$ cat src/design/swmv_pkg.sv
// ----------------------------------------------------------------------------
// swmv_pkg: shared types and constants for the sliding window statistics core
// Holds the controller state type and the fixed field widths of the item.
// ----------------------------------------------------------------------------
package swmv_pkg;

  // Fixed field widths of one input item and one result item.
  localparam int DATA_W = 16;
  localparam int VAR_W  = 31;
  localparam int STD_W  = 16;
  localparam int FILL_W = 4;

  // Largest value the variance field can hold.
  localparam logic [VAR_W-1:0] VAR_MAX = {VAR_W{1'b1}};

  // Square root unit sizing: two radicand bits are consumed per step.
  localparam int SQRT_IN_W  = 2 * STD_W;
  localparam int SQRT_REM_W = STD_W + 3;
  localparam int SQRT_CNT_W = $clog2(STD_W + 1);

  // Controller states.
  typedef enum logic [2:0] {
    ST_IDLE,
    ST_UPDATE,
    ST_ACCUM,
    ST_MUL,
    ST_SUBTR,
    ST_DIV,
    ST_SQRT,
    ST_FINISH
  } swmv_state_t;

endpackage

$ cat src/design/swmv_ram.sv
// ----------------------------------------------------------------------------
// swmv_ram: generic single-clock RAM
// One write port and one read port, with the read data registered.
// ----------------------------------------------------------------------------
module swmv_ram #(
  parameter int WIDTH  = 16,
  parameter int DEPTH  = 10,
  parameter int ADDR_W = (DEPTH > 1) ? $clog2(DEPTH) : 1
) (
  input  logic              clk,
  input  logic              wr_en,
  input  logic [ADDR_W-1:0] wr_addr,
  input  logic [WIDTH-1:0]  wr_data,
  input  logic              rd_en,
  input  logic [ADDR_W-1:0] rd_addr,
  output logic [WIDTH-1:0]  rd_data
);

  logic [WIDTH-1:0] mem [DEPTH];

  // Write port and registered read port.
  always_ff @(posedge clk) begin
    if (wr_en) begin
      mem[wr_addr] <= wr_data;
    end
    if (rd_en) begin
      rd_data <= mem[rd_addr];
    end
  end

endmodule

$ cat src/design/swmv_divider.sv
// ----------------------------------------------------------------------------
// swmv_divider: serial restoring unsigned divider
// Produces one quotient bit per cycle while busy.
// ----------------------------------------------------------------------------
module swmv_divider #(
  parameter int DIVIDEND_W = 44,
  parameter int DIVISOR_W  = 8
) (
  input  logic                  clk,
  input  logic                  rst,
  input  logic                  start,
  input  logic [DIVIDEND_W-1:0] dividend,
  input  logic [DIVISOR_W-1:0]  divisor,
  output logic                  busy,
  output logic [DIVIDEND_W-1:0] quotient
);

  localparam int CNT_W = $clog2(DIVIDEND_W + 1);

  logic [DIVISOR_W-1:0] rem;
  logic [DIVISOR_W-1:0] dvs;
  logic [CNT_W-1:0]     cnt;
  logic [DIVISOR_W:0]   trial;
  logic                 fits;

  // Partial remainder with the next dividend bit shifted in.
  assign trial = {rem, quotient[DIVIDEND_W-1]};
  assign fits  = (trial >= {1'b0, dvs});
  assign busy  = (cnt != '0);

  // Step counter.
  always_ff @(posedge clk) begin
    if (rst) begin
      cnt <= '0;
    end else if (start) begin
      cnt <= CNT_W'(DIVIDEND_W);
    end else if (busy) begin
      cnt <= cnt - CNT_W'(1);
    end
  end

  // Quotient and remainder datapath; the dividend shifts out as quotient bits enter.
  always_ff @(posedge clk) begin
    if (start) begin
      quotient <= dividend;
      rem      <= '0;
      dvs      <= divisor;
    end else if (busy) begin
      if (fits) begin
        rem <= DIVISOR_W'(trial - {1'b0, dvs});
      end else begin
        rem <= trial[DIVISOR_W-1:0];
      end
      quotient <= {quotient[DIVIDEND_W-2:0], fits};
    end
  end

endmodule

$ cat src/design/swmv_isqrt.sv
// ----------------------------------------------------------------------------
// swmv_isqrt: serial floor square root
// Digit-by-digit method, one root bit per cycle.
// ----------------------------------------------------------------------------
module swmv_isqrt (
  input  logic                      clk,
  input  logic                      rst,
  input  logic                      start,
  input  logic [swmv_pkg::VAR_W-1:0] radicand,
  output logic                      busy,
  output logic [swmv_pkg::STD_W-1:0] root
);

  import swmv_pkg::*;

  logic [SQRT_IN_W-1:0]  rad;
  logic [SQRT_REM_W-1:0] rem;
  logic [SQRT_CNT_W-1:0] cnt;
  logic [SQRT_REM_W-1:0] rem_shift;
  logic [SQRT_REM_W-1:0] trial;
  logic                  fits;

  // Bring down the next two radicand bits and try the next root bit.
  assign rem_shift = {rem[SQRT_REM_W-3:0], rad[SQRT_IN_W-1:SQRT_IN_W-2]};
  assign trial     = SQRT_REM_W'({root, 2'b01});
  assign fits      = (rem_shift >= trial);
  assign busy      = (cnt != '0);

  // Step counter.
  always_ff @(posedge clk) begin
    if (rst) begin
      cnt <= '0;
    end else if (start) begin
      cnt <= SQRT_CNT_W'(STD_W);
    end else if (busy) begin
      cnt <= cnt - SQRT_CNT_W'(1);
    end
  end

  // Root and remainder datapath.
  always_ff @(posedge clk) begin
    if (start) begin
      rad  <= SQRT_IN_W'(radicand);
      rem  <= '0;
      root <= '0;
    end else if (busy) begin
      rad <= {rad[SQRT_IN_W-3:0], 2'b00};
      if (fits) begin
        rem <= rem_shift - trial;
      end else begin
        rem <= rem_shift;
      end
      root <= {root[STD_W-2:0], fits};
    end
  end

endmodule

$ cat src/design/sliding_window_mean_variance_core.sv
// ----------------------------------------------------------------------------
// sliding_window_mean_variance_core: windowed mean, variance and std deviation
// Per item, from input accept to result valid: update and accumulate,
// clog2(WINDOW+1) shift-add steps for n*sum_sq, a subtract state, the serial
// variance divider (30+2*clog2(WINDOW+1) steps), the 16-step square root and
// a finish state. One item at a time: the next item is accepted once the core
// is back in idle, which a full output that stays stalled delays.
// Reset clears the window fill, pointer, sums and the output valid.
// ----------------------------------------------------------------------------
module sliding_window_mean_variance_core #(
  parameter int WINDOW = 10
) (
  input  logic                              clk,
  input  logic                              rst,
  input  logic                              sample_valid,
  output logic                              sample_stall,
  input  logic signed [swmv_pkg::DATA_W-1:0] sample,
  output logic                              result_valid,
  input  logic                              result_stall,
  output logic signed [swmv_pkg::DATA_W-1:0] mean,
  output logic [swmv_pkg::VAR_W-1:0]        variance,
  output logic [swmv_pkg::STD_W-1:0]        std_dev,
  output logic [swmv_pkg::FILL_W-1:0]       fill_count
);

  import swmv_pkg::*;

  localparam int CNT_W  = $clog2(WINDOW + 1);
  localparam int PTR_W  = (WINDOW > 1) ? $clog2(WINDOW) : 1;
  localparam int SUM_W  = DATA_W + CNT_W;
  localparam int MAG_W  = SUM_W - 1;
  localparam int SQ_W   = 2 * DATA_W - 2 + CNT_W;
  localparam int NUM_W  = SQ_W + CNT_W;
  localparam int DEN_W  = 2 * CNT_W;
  localparam int MULC_W = $clog2(CNT_W + 1);

  swmv_state_t state, state_next;

  // Window bookkeeping and running sums.
  logic [PTR_W-1:0]         ptr;
  logic [CNT_W-1:0]         count;
  logic signed [SUM_W-1:0]  sum;
  logic [SQ_W-1:0]          sumsq;
  logic signed [DATA_W-1:0] sample_r;
  logic [2*DATA_W-2:0]      old_sq;
  logic [2*DATA_W-2:0]      new_sq;

  // Statistics datapath.
  logic                     neg;
  logic [NUM_W-1:0]         sum2;
  logic [DEN_W-1:0]         n_sq;
  logic [NUM_W-1:0]         acc;
  logic [CNT_W-1:0]         mul_b;
  logic [MULC_W-1:0]        mul_left;
  logic [VAR_W-1:0]         var_res;
  logic signed [DATA_W-1:0] mean_res;

  // Combinational helpers.
  logic                     full;
  logic [DATA_W-1:0]        ram_rdata;
  logic signed [DATA_W-1:0] old_val;
  logic signed [2*DATA_W-1:0] old_sq_full;
  logic signed [2*DATA_W-1:0] new_sq_full;
  logic signed [SUM_W-1:0]  sum_neg;
  logic [MAG_W-1:0]         mag;
  logic [NUM_W-1:0]         num;
  logic [VAR_W-1:0]         var_sat;
  logic [SUM_W-1:0]         mean_ext;
  logic [SUM_W-1:0]         mean_signed;

  // Control outputs of the sequencer.
  logic ram_rd_en;
  logic ram_wr_en;
  logic mean_start;
  logic var_start;
  logic sqrt_start;
  logic load_result;

  // Unit status.
  logic               mean_busy;
  logic               var_busy;
  logic               sqrt_busy;
  logic [MAG_W-1:0]   mean_q;
  logic [NUM_W-1:0]   var_q;
  logic [STD_W-1:0]   sqrt_root;

  // Window store.
  swmv_ram #(
    .WIDTH (DATA_W),
    .DEPTH (WINDOW),
    .ADDR_W(PTR_W)
  ) u_window (
    .clk    (clk),
    .wr_en  (ram_wr_en),
    .wr_addr(ptr),
    .wr_data(sample_r),
    .rd_en  (ram_rd_en),
    .rd_addr(ptr),
    .rd_data(ram_rdata)
  );

  // Mean divider: |sum| / count.
  swmv_divider #(
    .DIVIDEND_W(MAG_W),
    .DIVISOR_W (CNT_W)
  ) u_mean_div (
    .clk     (clk),
    .rst     (rst),
    .start   (mean_start),
    .dividend(mag),
    .divisor (count),
    .busy    (mean_busy),
    .quotient(mean_q)
  );

  // Variance divider: (n*sum_sq - sum^2) / n^2.
  swmv_divider #(
    .DIVIDEND_W(NUM_W),
    .DIVISOR_W (DEN_W)
  ) u_var_div (
    .clk     (clk),
    .rst     (rst),
    .start   (var_start),
    .dividend(num),
    .divisor (n_sq),
    .busy    (var_busy),
    .quotient(var_q)
  );

  // Square root of the saturated variance.
  swmv_isqrt u_sqrt (
    .clk     (clk),
    .rst     (rst),
    .start   (sqrt_start),
    .radicand(var_sat),
    .busy    (sqrt_busy),
    .root    (sqrt_root)
  );

  // Datapath helpers. The oldest sample only counts once the window is full.
  always_comb begin
    full        = (count == CNT_W'(WINDOW));
    old_val     = full ? signed'(ram_rdata) : '0;
    old_sq_full = old_val * old_val;
    new_sq_full = sample_r * sample_r;
    sum_neg     = -sum;
    mag         = sum[SUM_W-1] ? sum_neg[MAG_W-1:0] : sum[MAG_W-1:0];
    num         = (acc >= sum2) ? (acc - sum2) : '0;
    var_sat     = (var_q > NUM_W'(VAR_MAX)) ? VAR_MAX : var_q[VAR_W-1:0];
    mean_ext    = {1'b0, mean_q};
    mean_signed = neg ? (~mean_ext + SUM_W'(1)) : mean_ext;
  end

  // Next-state logic.
  always_comb begin
    state_next = state;
    unique case (state)
      ST_IDLE: begin
        if (sample_valid) begin
          state_next = ST_UPDATE;
        end
      end
      ST_UPDATE: state_next = ST_ACCUM;
      ST_ACCUM:  state_next = ST_MUL;
      ST_MUL: begin
        if (mul_left == MULC_W'(1)) begin
          state_next = ST_SUBTR;
        end
      end
      ST_SUBTR:  state_next = ST_DIV;
      ST_DIV: begin
        if (!mean_busy && !var_busy) begin
          state_next = ST_SQRT;
        end
      end
      ST_SQRT: begin
        if (!sqrt_busy) begin
          state_next = ST_FINISH;
        end
      end
      ST_FINISH: begin
        if (!result_valid || !result_stall) begin
          state_next = ST_IDLE;
        end
      end
      default: state_next = ST_IDLE;
    endcase
  end

  // Sequencer outputs.
  always_comb begin
    sample_stall = (state != ST_IDLE);
    ram_rd_en    = (state == ST_IDLE) && sample_valid;
    ram_wr_en    = (state == ST_UPDATE);
    mean_start   = (state == ST_ACCUM);
    var_start    = (state == ST_SUBTR);
    sqrt_start   = (state == ST_DIV) && !mean_busy && !var_busy;
    load_result  = (state == ST_FINISH) && (!result_valid || !result_stall);
  end

  // State register.
  always_ff @(posedge clk) begin
    if (rst) begin
      state <= ST_IDLE;
    end else begin
      state <= state_next;
    end
  end

  // Window pointer, fill count and running sums.
  always_ff @(posedge clk) begin
    if (rst) begin
      ptr   <= '0;
      count <= '0;
      sum   <= '0;
      sumsq <= '0;
    end else begin
      if (state == ST_UPDATE) begin
        sum <= sum - SUM_W'(old_val) + SUM_W'(sample_r);
        if (!full) begin
          count <= count + CNT_W'(1);
        end
        if (ptr == PTR_W'(WINDOW - 1)) begin
          ptr <= '0;
        end else begin
          ptr <= ptr + PTR_W'(1);
        end
      end
      if (state == ST_ACCUM) begin
        sumsq <= sumsq - SQ_W'(old_sq) + SQ_W'(new_sq);
      end
    end
  end

  // Item capture, squares, and the n*sum_sq shift-add multiplier.
  always_ff @(posedge clk) begin
    if (ram_rd_en) begin
      sample_r <= sample;
    end
    if (state == ST_UPDATE) begin
      old_sq <= old_sq_full[2*DATA_W-2:0];
      new_sq <= new_sq_full[2*DATA_W-2:0];
    end
    if (state == ST_ACCUM) begin
      neg      <= sum[SUM_W-1];
      sum2     <= NUM_W'(mag * mag);
      n_sq     <= DEN_W'(count * count);
      acc      <= '0;
      mul_b    <= count;
      mul_left <= MULC_W'(CNT_W);
    end
    if (state == ST_MUL) begin
      acc      <= {acc[NUM_W-2:0], 1'b0} + (mul_b[CNT_W-1] ? NUM_W'(sumsq) : '0);
      mul_b    <= mul_b << 1;
      mul_left <= mul_left - MULC_W'(1);
    end
    if (sqrt_start) begin
      var_res  <= var_sat;
      mean_res <= mean_signed[DATA_W-1:0];
    end
  end

  // Result register; the next item may start while a result waits here.
  always_ff @(posedge clk) begin
    if (rst) begin
      result_valid <= 1'b0;
    end else if (load_result) begin
      result_valid <= 1'b1;
    end else if (!result_stall) begin
      result_valid <= 1'b0;
    end
  end

  always_ff @(posedge clk) begin
    if (load_result) begin
      mean       <= mean_res;
      variance   <= var_res;
      std_dev    <= sqrt_root;
      fill_count <= FILL_W'(count);
    end
  end

  // Checks on the sequencer and window bookkeeping.
  a_accept_starts_update: assert property (@(posedge clk) disable iff (rst)
    (sample_valid && !sample_stall) |=> (state == ST_UPDATE))
    else $error("accepted item did not move to update");

  a_count_bound: assert property (@(posedge clk) disable iff (rst)
    count <= CNT_W'(WINDOW))
    else $error("fill count beyond window");

  a_ptr_bound: assert property (@(posedge clk) disable iff (rst)
    ptr <= PTR_W'(WINDOW - 1))
    else $error("write pointer beyond window");

  a_div_done_before_sqrt: assert property (@(posedge clk) disable iff (rst)
    (state == ST_SQRT) |-> (!mean_busy && !var_busy))
    else $error("square root started before division finished");

endmodule

$ cat config.mk
export PLATFORM = sky130hd
export DESIGN_NAME = sliding_window_mean_variance_core
export DESIGN_NICKNAME = d
export VERILOG_FILES = /design/src/design/swmv_pkg.sv /design/src/design/swmv_ram.sv /design/src/design/swmv_divider.sv /design/src/design/swmv_isqrt.sv /design/src/design/sliding_window_mean_variance_core.sv
export SDC_FILE = /design/constraint.sdc
export NUM_CORES = 2
export LEC_CHECK = 0
export BUFFER_PORTS_ARGS = -buffer_cell sky130_fd_sc_hd__buf_4
export CORE_UTILIZATION = 47
export CTS_CLUSTER_DIAMETER = 60
export DETAILED_ROUTE_END_ITERATION = 8
export HOLD_SLACK_MARGIN = 0.15
export PLACE_DENSITY = 0.72
export SLEW_MARGIN = 25
export SYNTH_ARGS = -nofsm -noshare
export SYNTH_HDL_FRONTEND = slang
export SYNTH_HIERARCHICAL = 1
export SYNTH_SLANG_ARGS = --single-unit
$ cat constraint.sdc
create_clock -name clk -period 17.6 [get_ports clk]
set_input_delay 0 -clock clk [delete_from_list [all_inputs] [get_ports clk]]
set_output_delay 0 -clock clk [all_outputs]
set_load 0.03 [all_outputs]
Yosys cells after proc, flatten, opt, wreduce, memory -nomap -nowiden. Memory sizes are Yosys's and may differ from the RTL's. A register that Yosys moved wholly into a read port is not among the register bits. Cells that the tools add are included.

Equality and inequality tests: 16. Reductions and logical operators: 24. Muxes and demuxes: 38. Order comparisons: 5. Bitwise logic cells: 2. $add $sub $neg: 17. Multipliers: 4.

Operators with widths (number): 38-bit two-way mux (5); 31-bit two-way mux (3); 16-bit by 16-bit multiplier with 31-bit output (2); 19-bit two-way mux (3); 38-bit by 34-bit adder with 38-bit output (1); 38-bit greater-or-equal comparator (1); 38-bit by 31-bit > comparator with 1-bit output (second input constant) (1); 19-bit by 19-bit multiplier with 38-bit output (1); 38-bit subtractor (1); 34-bit by 31-bit adder with 34-bit output (1); 34-bit two-way mux (1); 34-bit by 31-bit subtractor with 34-bit output (1); 16-bit two-way mux (2); 3-bit one-hot mux with 8 select lines (1); 3-bit two-way mux (7); 20-bit by 16-bit adder with 20-bit output (1); 5-bit two-way mux (4); 20-bit by 16-bit subtractor with 20-bit output (1); 19-bit by 18-bit greater-or-equal comparator with 1-bit output (1); 19-bit negation (1); 17-bit two-way mux (1); 17-bit subtractor (1); 16-bit by 1-bit adder with 16-bit output (second input constant) (1); 4-bit two-way mux (4); 31 further kinds (60).

Flip-flop bits (word level): 512. Memories: 1. Output and inout port bits: 69. Bits in writable memories: 160. Word-level logic and storage cells: 145. Input bits: 20.

Memory list: u_window.mem (words 10, width 16, read ports 1, clocked after memory_dff 1, write ports 1, RTL line swmv_ram.sv:19) `logic [WIDTH-1:0] mem [DEPTH];`.

Depth between registers and ports, before layout.
Word-level depth: 5. Gate-level depth with buffers: 33. Depth with buffers taken out: 29.

By module. Netlist, hierarchy kept.

Modules (own cells, without submodules): sliding_window_mean_variance_core (cells each 4988, area each 47519.3 µm², seq. area each 9719.3 µm², times used 1); swmv_ram (cells each 358, area each 6872.8 µm², seq. area each 5285.1 µm², times used 1); swmv_isqrt (cells each 388, area each 3843.7 µm², seq. area each 1711.6 µm², times used 1); swmv_divider (u_var_div) (cells each 222, area each 2910.3 µm², seq. area each 1661.6 µm², times used 1); swmv_divider (u_mean_div) (cells each 115, area each 1522.7 µm², seq. area each 870.8 µm², times used 1).

Least setup slack after synthesis. OpenSTA, ideal clock, no wires.

Path type: reg2reg. Start point: register sum[0]. End point: register sum2[36], data pin. Data arrival time: 7.545 ns. Cell stages (with the launch flop): 31. Clock period less this slack: 7.803 ns. Buffers on the path: 4. Required time: 17.341 ns. Setup slack: 9.797 ns. Setup time: 0.259 ns. Cell sequence: dfxtp_1 -> clkbuf_1 -> inv_1 -> clkbuf_1 -> ha_1 -> nand4_1 -> o41ai_1 -> xnor2_1 -> clkbuf_1 -> nor2_1 -> fa_1 -> fa_1 -> inv_1 -> fa_1 -> inv_1 -> fa_1 -> fa_1 -> inv_1 -> fa_1 -> inv_1 -> ha_1 -> clkbuf_1 -> nand2_1 -> o21ai_0 -> or4_1 -> a221oi_1 -> a31oi_1 -> nand2_1 -> a21boi_0 -> a221o_1 -> xor2_1.

Cells in the longest elaborated chain, start to end: 3.

RTL lines: start, declared (RTL line sliding_window_mean_variance_core.sv:42) `logic signed [SUM_W-1:0] sum;`; start signal, assigned (RTL line sliding_window_mean_variance_core.sv:219) `sum <= sum - SUM_W'(old_val) + SUM_W'(sample_r);`; 19-bit negation (RTL line sliding_window_mean_variance_core.sv:146) `sum_neg = -sum;`; 19-bit two-way mux * (RTL line sliding_window_mean_variance_core.sv:147) `mag = sum[SUM_W-1] ? sum_neg[MAG_W-1:0] : sum[MAG_W-1:0];`; 19-bit by 19-bit multiplier with 38-bit output * (RTL line sliding_window_mean_variance_core.sv:246) `sum2 <= NUM_W'(mag * mag);`; end signal, assigned (RTL line sliding_window_mean_variance_core.sv:246); end, declared (RTL line sliding_window_mean_variance_core.sv:50) `logic [NUM_W-1:0] sum2;`.

Mark *: on every way between the ends. The rest lies on a longest branch, timed or not. A chain may end at the register's enable or synchronous reset.

Worst setup path in the final report.
Start point: register count[3]. End point: register old_sq[30], data pin.

Cells in the longest elaborated chain, start to end: 3.

RTL lines: start, declared (RTL line sliding_window_mean_variance_core.sv:41) `logic [CNT_W-1:0] count;`; start signal, assigned (RTL line sliding_window_mean_variance_core.sv:221) `count <= count + CNT_W'(1);`; 4-bit == test (RTL line sliding_window_mean_variance_core.sv:142) `full = (count == CNT_W'(WINDOW));`; 16-bit two-way mux (RTL line sliding_window_mean_variance_core.sv:143) `old_val = full ? signed'(ram_rdata) : '0;`; 16-bit by 16-bit multiplier with 31-bit output (RTL line sliding_window_mean_variance_core.sv:144) `old_sq_full = old_val * old_val;`; net old_sq_full[30] (RTL line sliding_window_mean_variance_core.sv:62) `logic signed [2*DATA_W-1:0] old_sq_full;`; end signal, assigned (RTL line sliding_window_mean_variance_core.sv:241) `old_sq <= old_sq_full[2*DATA_W-2:0];`; end, declared (RTL line sliding_window_mean_variance_core.sv:45) `logic [2*DATA_W-2:0] old_sq;`.

The timed path passes the listed nets, and every way through them passes these cells.

==> impl_metrics.csv <==
group,metric,value,unit
detailed_routing,post-route-drc-count,0,
placed_design,final_weighted_congestion_of_routability_driven_global_placement,0.941,
cts,clockBufferDepth,3,
die,io_pins,89,
hold_path,class_of_the_worst_hold_path,"primary input to flip-flop",
yosys,ys_dominant_reg_cell,"sky130_fd_sc_hd__edfxtp_1",
yosys,netlist.top_cell.by_area,"sky130_fd_sc_hd__edfxtp_1",
yosys,ys_async_sr_fraction,0,%
sta,setup_viol,0,
placed_design,placedInstanceArea,0.0652,mm²
placed_design,dp_wirelength,112,mm
cts,total_of_hold_buffers_inserted_after_clock_tree_synthesis,35,
die,starting_utilization_of_the_core_area,47.5,%
placed_design,io_buffers,88,
sta,relSlewSlack,33.2,%
cts,cts_tree,"done",
global_routing,grt_pass1_wl,236,mm
cts,post_cts_buffers,0,
die,die_w,367,µm
cts,clk_pin_slew_worst_paths,0.06,ns
detailed_routing,drt_pre_antenna_iters,6,
cts,tritoncts.num_buffers,80,
cts,cts_root_buf,"sky130_fd_sc_hd__clkbuf_16",
placed_design,preCtsSetupSlack,8.81,ns
yosys,synthesis.area_per_instance,10.3,µm²
sta,maxClockFrequency,112,MHz
cts,clock_sink_count,684,
global_routing,total_track_usage,21.9,%
setup_path,worst_setup_path_start_kind,"flip-flop",
run,maxCapViolations,0,
detailed_routing,routed-via-count,42800,
sta,layout_worst_path_cycle_share,50.7,%
setup_path,rr_endpoint,"old_sq[30]$_DFFE_PP_",
yosys,yosysUniqueCellTypes,113,
cts,cts_h_tree_lvls,3,
yosys,number_of_cells_produced_by_synthesis,6071,
sta,rsz_0062_raised_after_global_routing,"false",
yosys,synth_warnings,6,
detailed_routing,drt_iter0_drc,3250,
detailed_routing,drt-total-wl,145,mm
cts,post_cts_resize_count,0,
run_status,status,"finished, final reports clean",
sta,timing.clock.skew,0.0354,ns
sta,final_max_slew_viol_count,0,
yosys,fraction_of_post_synthesis_cell_area_in_the_top_cell_type_by_area,26.6,%
yosys,post_synth_main_area_contributors,"sky130_fd_sc_hd__edfxtp_1 (27%), sky130_fd_sc_hd__fa_1 (24%), sky130_fd_sc_hd__ha_1 (8.9%)",
die,dieHeight,367,µm
sta,max_slew.worst_pin.slew,0.999,ns
setup_path,critical_path_required,18.03,ns
yosys,synth_seq_cells,684,
setup_path,worstPathMaxFanout,75,
detailed_routing,drt-vias-per-instance,5.36,
setup_path,crit_path_end,"old_sq[30]$_DFFE_PP_",
die,core_area,0.132,mm²
setup_path,critPathCaptureType,"flip-flop",
setup_path,worstPathArrival,9.36,ns
setup_path,r2r_slack,8.67,ns
sta,period_needed,8.93,ns
global_routing,overflow,0,
yosys,synth-seq-area-share,30.7,%
cells_and_area,flow.area_growth_from_synthesis,8.89,%
yosys,synth_fp_nets,7302,
setup_path,r2r.worst_path.cells,27,
global_routing,first_global_vias,44300,
cells_and_area,fraction_of_layout_instances_using_a_drive_strength_above_1,8.74,%
setup_path,path_type_of_the_worst_setup_path,"flip-flop to flip-flop",
cells_and_area,final_area,0.0682,mm²
sta,setup_ws,8.67,ns
yosys,syn-cell-area,0.0627,mm²
setup_path,cp-startpoint,"count[3]$_SDFFE_PP0P_",
yosys,synth-edff-count,555,
setup_path,worstReg2RegStart,"count[3]$_SDFFE_PP0P_",
cells_and_area,diodes,0,
detailed_routing,drtAntennaViolNets,0,
sta,finalSetupTns,0,ns
die,die_outline_area,0.135,mm²
global_routing,initial_antenna_violation_count,0,
sta,finalHoldViolCount,0,
cts,clk-insertion-delay-late,0.69,ns
die,placement_rows,133,
cells_and_area,nNetsFinal,7385,
detailed_routing,avgRoutedWirePerCell,18.2,µm
global_routing,grt_start_max_net_pins,76,
stage by stage:
stage | std cells | hold slack [ns] | util [%]
floorplan | 6071 | 0.0691 | -
finish | 7977 | 0.236 | 51.8
detailed placement | 7792 | 0.179 | 49.5
global route | 7977 | 0.263 | 51.8
global placement | 7791 | 0.178 | 49.5
CTS | 7977 | 0.207 | 51.8
state kept, by name (all words and copies together) (netlist names), 17 cells and up:
signal	cells
var_res	31
u_mean_div/quotient	19
new_sq	30
sum2	37
variance	31
u_sqrt/rem	17
sum	20
u_var_div/quotient	38
u_sqrt/rad	32
sumsq	34
acc	38
u_window/mem	160
old_sq	30
kinds of logic (layout without fill, tap and decap cells):
logic type | Yosys count | count (layout) | synth area share [%]
fa+ha+maj | 1211 | 1211 | 33.3
mux | 188 | 188 | 3.27
buf+inv | 1406 | 1557 | 8.69
simple gates | 1432 | 1432 | 10.8
xor+xnor | 271 | 271 | 3.82
other cells | 1 | 1 | 0.00598
compound gates | 878 | 878 | 9.34
flops | 684 | 684 | 30.7
per-layer routing:
| metal | GRT usage, % | vias to the layer above | share of wire, % |
|---|---|---|---|
| met5 | 0 | - | 0 |
| met4 | 8.53 | 0 | 3.9 |
| met3 | 3.50 | 251 | 5.9 |
| met2 | 35.9 | 1271 | 47 |
| met1 | 29.2 | 21200 | 43 |
| li1 | - | 20100 | - |
cell usage after synthesis (all sizes together) (43+ instances only):
master and number:
a211oi 49, nor3 62, fa 765, and3 105, a21o 90, o21ai 141, xnor2 188, nand2b 43
mux2i 52, edfxtp 555, dfxtp 129, a21oi 296, clkbuf 135, buf 45, ha 446, nand3 71
nor2 403, mux2 136, and2 67, inv 1210, or2 43, xor2 83, nand2 482
placed cells by master, fill, tap and decap left out, types with 52 or more instances in the layout:
cell and n:
sky130_fd_sc_hd__ha_1 446, sky130_fd_sc_hd__and3_1 103, sky130_fd_sc_hd__nor3_1 56, sky130_fd_sc_hd__nand2_1 482
sky130_fd_sc_hd__and2_1 66, sky130_fd_sc_hd__clkbuf_16 80, sky130_fd_sc_hd__xor2_1 82, sky130_fd_sc_hd__inv_1 1205
sky130_fd_sc_hd__o21ai_0 135, sky130_fd_sc_hd__nand3_1 71, sky130_fd_sc_hd__a21o_1 89, sky130_fd_sc_hd__xnor2_1 186
sky130_fd_sc_hd__nor2_1 397, sky130_fd_sc_hd__dfxtp_1 128, sky130_fd_sc_hd__fa_1 765, sky130_fd_sc_hd__buf_4 145
sky130_fd_sc_hd__mux2i_1 52, sky130_fd_sc_hd__edfxtp_1 555, sky130_fd_sc_hd__mux2_2 136, sky130_fd_sc_hd__a21oi_1 293
layout make-up:
type	count	area, µm²
clock buffer	93	2060
timing repair buffer	181	1470
clock inverter	57	601
fill	11600	63600
tap	1755	2200
sequential	684	19300
multi-input combinational	3981	38100
inverter	1226	4610
worst min-delay path by stage:
stage | cells past startpoint | start | slack [ns] | endpoint
finish | 4 | result_stall | 0.24 | result_valid$_SDFFE_PP0P_
floorplan | 1 | rst | 0.07 | u_sqrt/cnt[4]$_SDFFE_PP0P_
global placement | 1 | sample[7] | 0.18 | sample_r[7]$_DFFE_PP_
detailed placement | 1 | sample[8] | 0.18 | sample_r[8]$_DFFE_PP_
CTS | 4 | result_stall | 0.21 | result_valid$_SDFFE_PP0P_
global route | 4 | result_stall | 0.26 | result_valid$_SDFFE_PP0P_
worst max-delay path, stage by stage, from the launching register on:
cell and delay, ns:
sky130_fd_sc_hd__dfxtp_1 0.43, sky130_fd_sc_hd__nor2b_1 0.65, sky130_fd_sc_hd__and2_2 0.29, sky130_fd_sc_hd__buf_4 0.52, sky130_fd_sc_hd__nand2_1 0.20, sky130_fd_sc_hd__inv_1 0.36, sky130_fd_sc_hd__nand2_1 0.18, sky130_fd_sc_hd__fa_1 0.57
sky130_fd_sc_hd__inv_1 0.05, sky130_fd_sc_hd__fa_1 0.47, sky130_fd_sc_hd__inv_1 0.05, sky130_fd_sc_hd__fa_1 0.50, sky130_fd_sc_hd__inv_1 0.05, sky130_fd_sc_hd__fa_1 0.47, sky130_fd_sc_hd__inv_1 0.06, sky130_fd_sc_hd__fa_1 0.52
sky130_fd_sc_hd__inv_1 0.05, sky130_fd_sc_hd__fa_1 0.47, sky130_fd_sc_hd__ha_1 0.37, sky130_fd_sc_hd__a21o_1 0.24, sky130_fd_sc_hd__a2111oi_2 0.42, sky130_fd_sc_hd__o311ai_1 0.18, sky130_fd_sc_hd__a21oi_1 0.42, sky130_fd_sc_hd__nor4_1 0.15
sky130_fd_sc_hd__or4_1 0.45, sky130_fd_sc_hd__a31o_2 0.25, sky130_fd_sc_hd__a21oi_1 0.17, sky130_fd_sc_hd__xnor2_1 0.08
Power is left out: the tool's default activity adds up to more than one toggle a clock period on the data nets, which glitch-free logic cannot reach.
